**src/hw/rtl/tccc_pkg.sv**
```systemverilog
package tccc_pkg;

    // cube and field widths
    localparam int CUBE_BITS         = 32;
    localparam int VAR_COUNT_BITS    = 6;
    localparam int COUNT_BITS        = 6;
    localparam int VAR_WIDTH_DEFAULT = 32;

    // reset value of the variable count
    localparam logic [VAR_COUNT_BITS-1:0] VAR_COUNT_RESET = VAR_COUNT_BITS'(32);

    // population count masks
    localparam logic [CUBE_BITS-1:0] POP_M1  = 32'h5555_5555;
    localparam logic [CUBE_BITS-1:0] POP_M2  = 32'h3333_3333;
    localparam logic [CUBE_BITS-1:0] POP_M4  = 32'h0F0F_0F0F;
    localparam logic [CUBE_BITS-1:0] POP_M8  = 32'h00FF_00FF;
    localparam logic [CUBE_BITS-1:0] POP_M16 = 32'h0000_FFFF;

    // one cube pair
    typedef struct packed {
        logic [CUBE_BITS-1:0] cube_a_value;
        logic [CUBE_BITS-1:0] cube_a_dc;
        logic [CUBE_BITS-1:0] cube_b_value;
        logic [CUBE_BITS-1:0] cube_b_dc;
    } tccc_req_t;

    // comparison, consensus and separator of one pair
    typedef struct packed {
        logic                  a_absorbs_b;
        logic                  a_equals_b;
        logic [COUNT_BITS-1:0] conflict_count;
        logic                  orthogonal;
        logic                  adjacent;
        logic [CUBE_BITS-1:0]  consensus_value;
        logic [CUBE_BITS-1:0]  consensus_dc;
        logic [CUBE_BITS-1:0]  separator_value;
        logic                  separator_empty;
    } tccc_res_t;

    // positions in use, the count saturating at the variable width
    function automatic logic [CUBE_BITS-1:0] live_mask(
        input logic [VAR_COUNT_BITS-1:0] n,
        input int                        var_width
    );
        logic [CUBE_BITS-1:0] m;
        for (int i = 0; i < CUBE_BITS; i++)
        begin
            m[i] = (i < int'(n)) && (i < var_width);
        end
        return m;
    endfunction

    // five-level adder tree over bit fields
    function automatic logic [COUNT_BITS-1:0] count_ones(input logic [CUBE_BITS-1:0] v);
        logic [CUBE_BITS-1:0] x;
        x = (v & POP_M1) + ((v >> 1) & POP_M1);
        x = (x & POP_M2) + ((x >> 2) & POP_M2);
        x = (x & POP_M4) + ((x >> 4) & POP_M4);
        x = (x & POP_M8) + ((x >> 8) & POP_M8);
        x = (x & POP_M16) + ((x >> 16) & POP_M16);
        return x[COUNT_BITS-1:0];
    endfunction

endpackage

```
**src/hw/rtl/tccc_core.sv**
```systemverilog
module tccc_core (
    input  tccc_pkg::tccc_req_t              req,
    input  logic [tccc_pkg::CUBE_BITS-1:0]   mask,
    output tccc_pkg::tccc_res_t              res
);
    import tccc_pkg::*;

    logic [CUBE_BITS-1:0]  av;
    logic [CUBE_BITS-1:0]  ad;
    logic [CUBE_BITS-1:0]  bv;
    logic [CUBE_BITS-1:0]  bd;
    logic [CUBE_BITS-1:0]  both_dc;
    logic [CUBE_BITS-1:0]  conflict;
    logic [COUNT_BITS-1:0] cnt;

    // drop positions beyond the variable count
    assign av = req.cube_a_value & mask;
    assign ad = req.cube_a_dc & mask;
    assign bv = req.cube_b_value & mask;
    assign bd = req.cube_b_dc & mask;

    // positions free in both, and positions defined in both that differ
    assign both_dc  = ad & bd;
    assign conflict = (av ^ bv) & ~ad & ~bd & mask;
    assign cnt      = count_ones(conflict);

    // assemble the result
    always_comb
    begin
        res.a_absorbs_b     = (both_dc == bd) && ((bv & ~ad & mask) == av);
        res.a_equals_b      = (av == bv) && (ad == bd);
        res.conflict_count  = cnt;
        res.orthogonal      = (cnt != '0);
        res.adjacent        = (cnt == COUNT_BITS'(1));
        res.consensus_value = (av | bv) & ~both_dc & ~conflict & mask;
        res.consensus_dc    = (both_dc | conflict) & mask;
        res.separator_value = conflict;
        res.separator_empty = (conflict == '0);
    end

endmodule

```
**src/hw/rtl/ternary_cube_compare_consensus.sv**
```systemverilog
// Ternary cube comparison and consensus unit.
// Request channel: req_valid / req_ready carry one cube pair (req), value
// and don't-care vectors of A and B. Result channel: res_valid / res_ready
// carry absorb and equal flags, the conflict count with orthogonal and
// adjacent flags, the consensus cube and the separator cube with its
// empty flag.
// cfg_we writes cfg_data as the variable count; positions at or above it
// (saturating at VAR_WIDTH) are ignored. Write it only while the unit is
// empty.
// A request is taken into the input register; the masking, compare and
// population count logic then feeds the result register. Throughput is
// one pair per cycle while res_ready stays high, set by that single pass.
// A stalled receiver holds the result register; one more request is taken
// into the input register, after which req_ready drops until res_ready
// returns.
// Reset empties both registers and sets the variable count to 32.
module ternary_cube_compare_consensus #(
    parameter int VAR_WIDTH = tccc_pkg::VAR_WIDTH_DEFAULT
) (
    input  logic                                 clk,
    input  logic                                 rst_n,
    input  logic                                 cfg_we,
    input  logic [tccc_pkg::VAR_COUNT_BITS-1:0]  cfg_data,
    input  logic                                 req_valid,
    output logic                                 req_ready,
    input  tccc_pkg::tccc_req_t                  req,
    output logic                                 res_valid,
    input  logic                                 res_ready,
    output tccc_pkg::tccc_res_t                  res
);
    import tccc_pkg::*;

    logic [CUBE_BITS-1:0] mask_reg;
    logic [CUBE_BITS-1:0] mask_next;
    logic                 stage_valid_reg;
    logic                 stage_valid_next;
    tccc_req_t            stage_req_reg;
    logic                 res_valid_reg;
    logic                 res_valid_next;
    tccc_res_t            res_reg;
    tccc_res_t            core_res;
    logic                 stage_advance;
    logic                 req_take;

    // handshake between the two registers
    assign stage_advance = !res_valid_reg || res_ready;
    assign req_ready     = !stage_valid_reg || stage_advance;
    assign req_take      = req_valid && req_ready;

    // variable mask, worked out once at each write
    assign mask_next = cfg_we ? live_mask(cfg_data, VAR_WIDTH) : mask_reg;

    always_ff @(posedge clk or negedge rst_n)
    begin
        if (!rst_n)
        begin
            mask_reg <= live_mask(VAR_COUNT_RESET, VAR_WIDTH);
        end
        else
        begin
            mask_reg <= mask_next;
        end
    end

    // valid flags of the input and result registers
    always_comb
    begin
        stage_valid_next = stage_valid_reg;
        res_valid_next   = res_valid_reg;
        if (stage_advance)
        begin
            res_valid_next = stage_valid_reg;
        end
        if (req_ready)
        begin
            stage_valid_next = req_valid;
        end
    end

    always_ff @(posedge clk or negedge rst_n)
    begin
        if (!rst_n)
        begin
            stage_valid_reg <= 1'b0;
            res_valid_reg   <= 1'b0;
        end
        else
        begin
            stage_valid_reg <= stage_valid_next;
            res_valid_reg   <= res_valid_next;
        end
    end

    // input register
    always_ff @(posedge clk)
    begin
        if (req_take)
        begin
            stage_req_reg <= req;
        end
    end

    // compare and consensus logic
    tccc_core u_core (
        .req  (stage_req_reg),
        .mask (mask_reg),
        .res  (core_res)
    );

    // result register
    always_ff @(posedge clk)
    begin
        if (stage_advance && stage_valid_reg)
        begin
            res_reg <= core_res;
        end
    end

    assign res_valid = res_valid_reg;
    assign res       = res_reg;

endmodule

```
**config.mk**
```make
export PLATFORM = sky130hd
export DESIGN_NAME = ternary_cube_compare_consensus
export DESIGN_NICKNAME = d
export VERILOG_FILES = /design/src/hw/rtl/tccc_pkg.sv /design/src/hw/rtl/tccc_core.sv /design/src/hw/rtl/ternary_cube_compare_consensus.sv
export SDC_FILE = /design/constraint.sdc
export NUM_CORES = 1
export LEC_CHECK = 0
export BUFFER_PORTS_ARGS = -buffer_cell sky130_fd_sc_hd__clkbuf_2
export CORE_MARGIN = 5
export CORE_UTILIZATION = 48
export CTS_BUF_LIST = sky130_fd_sc_hd__clkbuf_2 sky130_fd_sc_hd__clkbuf_4 sky130_fd_sc_hd__clkbuf_8
export DETAILED_ROUTE_END_ITERATION = 8
export PLACE_DENSITY = 0.7
export SLEW_MARGIN = 30
export SYNTH_ARGS = -nofsm -noshare
export SYNTH_HDL_FRONTEND = slang
export SYNTH_SLANG_ARGS = --single-unit
```
**constraint.sdc**
```tcl
create_clock -name clk -period 8.45 [get_ports clk]
set_input_delay 0 -clock clk [delete_from_list [all_inputs] [get_ports clk]]
set_output_delay 0 -clock clk [all_outputs]
set_load 0.02 [all_outputs]
```
==> Yosys cells after proc, flatten, opt, wreduce, memory -nomap -nowiden <==
Cells that the tools add are included.
{ "totals": {"reg_bits": 269, "inputBits": 139, "out_inout_bits": 109, "elab_cells": 89} }
{ "classes": {"add_sub_neg": 5, "order_cmp": 32, "n_eq_ne": 5, "bitwise_logic": 21, "n_reduce_logical": 10} }
{ "ops": {"columns": ["cell", "count"], "rows": [
  ["$and A32 B32 Y32", 14],
  ["$eq A32 B32 Y1", 4],
  ["$not A32 Y32", 4],
  ["$lt A5 B6 Y1 const A", 16],
  ["$or A32 B32 Y32", 2],
  ["$lt A4 B6 Y1 const A", 8],
  ["$add A31 B31 Y32", 1],
  ["$logic_not A32 Y1", 1],
  ["$xor A32 B32 Y32", 1],
  ["$add A30 B30 Y31", 1],
  ["$add A28 B27 Y29", 1],
  ["$lt A3 B6 Y1 const A", 4],
  ["$add A22 B21 Y22", 1],
  ["$lt A1 B6 Y1 const A", 2],
  ["$lt A2 B6 Y1 const A", 2],
  ["$add A6 B6 Y6", 1],
  ["$eq A6 B1 Y1 const B", 1],
  ["$reduce_bool A6 Y1", 1],
  ["$logic_and A1 B1 Y1", 4],
  ["$logic_not A1 Y1", 2],
  ["$logic_or A1 B1 Y1", 2]
]} }

==> Logic depth before layout (Yosys ltp) <==
{ "depth": {"depth_word": 11, "depth_mapped": 20, "mapped_depth_nobuf": 19} }

==> By module <==
From an unflattened synthesis, not the netlist that was laid out.
{ "unflattened": {"cells_unflattened": 1047, "hier_area_um2": 13804.5} }
{ "by_module_without_submodules": {"columns": ["mod", "instances", "cells_per_inst", "area_per_inst_um2", "seq_area_each_um2"], "rows": [
  ["ternary_cube_compare_consensus", 1, 390, 8594.5, 7947.6],
  ["tccc_core", 1, 657, 5210.0, 0.0]
]} }

==> Least setup slack after synthesis <==
Ideal clock, no wire load.
{ "synth_path": {"path_kind": "reg-to-reg", "from": "register mask_reg[8]", "to": "register res_reg, in the netlist res[98] (data pin)", "setup_ps": 272, "arrival_ps": 5121, "required_time_ps": 8178, "slack_ps": 3057, "stages_incl_launch_ff": 19, "n_path_buf": 1, "synth_period_minus_slack_ps": 5393, "path_cell_list": "dfstp_2 -> clkbuf_1 -> nand2_1 -> ha_1 -> nor4bb_1 -> inv_1 -> ha_1 -> ha_1 -> fa_1 -> inv_1 -> fa_1 -> fa_1 -> inv_1 -> ha_1 -> a21o_1 -> a21oi_2 -> xnor2_1 -> nor3_1 -> or4b_1"} }
{ "synth_rtl": {"columns": ["element", "line", "source"], "rows": [
  ["start, declared", "ternary_cube_compare_consensus.sv:33", "logic [CUBE_BITS-1:0] mask_reg;"],
  ["start signal, assigned", "ternary_cube_compare_consensus.sv:57", "mask_reg <= live_mask(VAR_COUNT_RESET, VAR_WIDTH);"],
  ["start signal, assigned", "ternary_cube_compare_consensus.sv:61", "mask_reg <= mask_next;"],
  ["end signal, assigned", "ternary_cube_compare_consensus.sv:115", "res_reg <= core_res;"],
  ["end, declared", "ternary_cube_compare_consensus.sv:40", "tccc_res_t res_reg;"]
]} }

==> results.md <==
- Final critical-path share of the clock period: 69.3%
- Post-Syn Area: 0.0139 mm²
- Reg area: 0.00795 mm²
- Worst Tran Pin Value: 0.945 ns
- Register area share after synthesis: 57.3%
- Leak: 0.00789 µW
- Die span in y: 180 µm
- FFs w/ async S/R, synth: 12.6%
- DP Wirelength: 27.9 mm
- Slowest CP cell: nor4bb_1
- Crit-path most repeated cell: ha_1
- Starting DRC count in detailed routing: 626
- Worst hold slack: 0.0441 ns
- Largest net degree at the start of global routing: 75
- Fillers: 2174
- Cell count after synthesis: 1062
- TritonCTS buffer count: 44
- GRT Total Usage: 23.9%
- Maxcap violations: 0
- Fin nets: 1781
- Critical path type: flop to flop
- Crit path DAT: 6.15 ns
- DRT antenna net count: 0
- Initial Util: 48.5%
- Worst slew margin: 37.0%
- Slew Viols, Final: 0
- Setup bufs post-CTS: 0
- Reg clk slew, reported paths: 0.07 ns
- TritonCTS clock tree: built
- Min Tclk post-route: 5.86 ns
- Data required, critical path: 8.74 ns
- Most common cell after layout, fill and taps aside: clkbuf_2
- Max stage delay on crit path: 0.72 ns
- Row count: 62
- Initial antenna violation count: 0
- Delay-heaviest family, CP: adder cells
- DIE AREA: 0.0324 mm²
- Status: complete, no violations
- Crit. End Element: flop
- Avg WL per Cell: 20.7 µm
- Die X: 180 µm
- DR vias/cell: 5.22
- GRT overflow: 0
- Vias: 9850
- Clock latency on the worst-skew pair: 0.56 ns
- Synthesized flop and latch total: 269
- Hold Path Class: primary input to flop
- Final Wtd Congestion: 0.897
- Clock skew: 0.0253 ns
- Max Freq: 171 MHz
- Area of the multi-input gates: 0.00544 mm²
- Ys Warns: 0
- Longest Clk Path Bufs: 3
- Synthesized area per cell: 13.1 µm²
- Setup TNS: 0 ns
- Share of layout cells above drive strength 1: 25.4%
- Number of remaining DRC errors: 0
- First-pass GRT wire length: 59.9 mm
- Crit path cell chain: nand2_1 > ha_1 > nor4bb_1 > inv_1 > ha_1 > ha_1 > fa_1 > inv_1 > fa_1 > fa_1 > inv_1 > ha_1 > a21o_1 > a21oi_2 > xnor2_1 > nor3_1 > or4b_1
- First-pass DRT Iterations: 5
- Layout area overhead: 28.7%
- Core ar.: 0.0286 mm²
- Clk root buf: clkbuf_8
- Diode count: 0
- Max reg flops: 128
- Number of synthesized flops with an enable pin: 235
- Post-synthesis cell type count: 49
- Power Dens Cells: 204 mW/mm²
- RSZ-0062 raised after global routing: no
- Fin. Hold Viols: 0
- Crit path max fanout: 9
- R2r setup slk: 2.59 ns
- Synthesized net count: 1375
- Resized cells post-CTS: 0
- Count of input and output buffers: 247
- IO Count: 248
- Vias in the first global route: 10274
- Main synth FF type: edfxtp_1
- CP bufs+invs: 3
- Clock sinks: 269
- VDD IR max: 162 µV
- Drt total wl: 39.0 mm
- Critical path startpoint category: flop
- Final setup fails: 0
- Commonest cells after routing, fill and taps aside: 246 x clkbuf_2, 235 x edfxtp_1, 159 x ha_1
- CTS H-tree lvls: 2
## per-layer routing
layer / vias to the layer above / wire length, µm / GRT usage, %
met2: 393 / 18400 / 39.0
met5: - / 0 / 0
li1: 4642 / - / -
met4: 0 / 1180 / 7.35
met3: 74 / 3060 / 5.81
met1: 4741 / 16300 / 31.9
## logic make-up (layout without fill, tap and decap cells)
logic type               Yosys count  count (layout)  synth area share, %
flip-flops                       269             269                 57.3
adder cells (fa/ha/maj)          174             174                 16.5
AND/OR/NAND/NOR                  340             340                 14.5
buffers and inverters            130             570                 3.72
AO/OA/AOI/OAI                    101             101                 4.92
multiplexers                       4               4                0.325
XOR/XNOR                          44              44                 2.78
## worst paths after layout
path | end | depth (start not counted) | startpoint
hold reg to reg | res_valid | 1 | stage_valid_reg
min in group asynchronous | res_valid | 2 | rst_n
setup reg to reg | res[98] | 17 | mask_reg[8]
setup / recovery | res[98] | 17 | mask_reg[8]
max in group asynchronous | mask_reg[9] | 2 | rst_n
hold / removal | mask_reg[7] | 4 | cfg_we
## cell usage after synthesis (4+ instances only)
| library cell | count | area (µm²) |
|---|---|---|
| nand4_1 | 11 | 68.8 |
| a21o_1 | 12 | 90.1 |
| a22oi_1 | 12 | 90.1 |
| fa_1 | 15 | 300 |
| nand2_1 | 102 | 383 |
| clkbuf_1 | 33 | 124 |
| inv_1 | 89 | 334 |
| a21oi_1 | 20 | 100 |
| buf_2 | 4 | 20.0 |
| xnor2_1 | 41 | 359 |
| dfstp_2 | 32 | 841 |
| nand3_1 | 10 | 50.1 |
| a31oi_1 | 9 | 56.3 |
| nand2b_1 | 39 | 244 |
| nor4bb_1 | 17 | 170 |
| ha_1 | 159 | 1990 |
| mux2_2 | 4 | 45.0 |
| and2_1 | 36 | 225 |
| and4bb_2 | 8 | 100 |
| nor4b_1 | 33 | 289 |
| edfxtp_1 | 235 | 7060 |
| nor3_1 | 4 | 20.0 |
| o21ai_0 | 8 | 40.0 |
| nor4_1 | 20 | 125 |
| nand4b_1 | 7 | 61.3 |
| nor2_1 | 36 | 135 |
| o21a_1 | 27 | 203 |
## final cells by class
| type | instances | share of cell area (%) |
|---|---|---|
| clock inverter | 24 | 1.03 |
| timing repair buffer | 401 | 15.4 |
| tap | 384 | 2.69 |
| inverter | 89 | 1.87 |
| sequential | 269 | 44.5 |
| multi-input combinational | 663 | 30.4 |
| clock buffer | 56 | 4.04 |
## timing repair
item,in CTS,in global routing
endpoints found under the hold margin,189,0
endpoints found under the setup margin,0,0
hold buffers,141,0
## worst register-to-register path, cell delays in order (launching register included)
cell and delay (ns):
dfstp_2 0.60, nand2_1 0.07, ha_1 0.33, nor4bb_1 0.72, inv_1 0.11, ha_1 0.35, ha_1 0.24, fa_1 0.53
inv_1 0.07, fa_1 0.55, fa_1 0.63, inv_1 0.06, ha_1 0.28, a21o_1 0.19, a21oi_2 0.16, xnor2_1 0.09
nor3_1 0.18, or4b_1 0.45
## per-stage QoR
| stage | instance area, µm² | worst slack [ns] | utilization, % | power (µW) | instances |
|---|---|---|---|---|---|
| final | 17900 | 2.59 | 62.4 | 3640 | 1886 |
| after global routing | 17900 | 2.33 | 62.4 | 3820 | 1886 |
| after CTS | 17800 | 2.47 | 62.3 | 3650 | 1886 |
| after detailed placement | 15500 | 2.53 | 54.2 | 2420 | 1665 |
| after global placement | 15500 | 2.65 | 54.2 | 2410 | 1665 |
| after floorplan | 13900 | 3.06 | - | 2150 | 1062 |
## report_power, final
group	leakage (µW)	total [µW]	internal (µW)	switching, µW
Sequential	0.00265	1690	1620	78.2
Clock	0.000470	1180	652	526
Combinational	0.00477	767	327	440
Total	0.00789	3640	2590	1040
(Power assumes the default switching activity.)
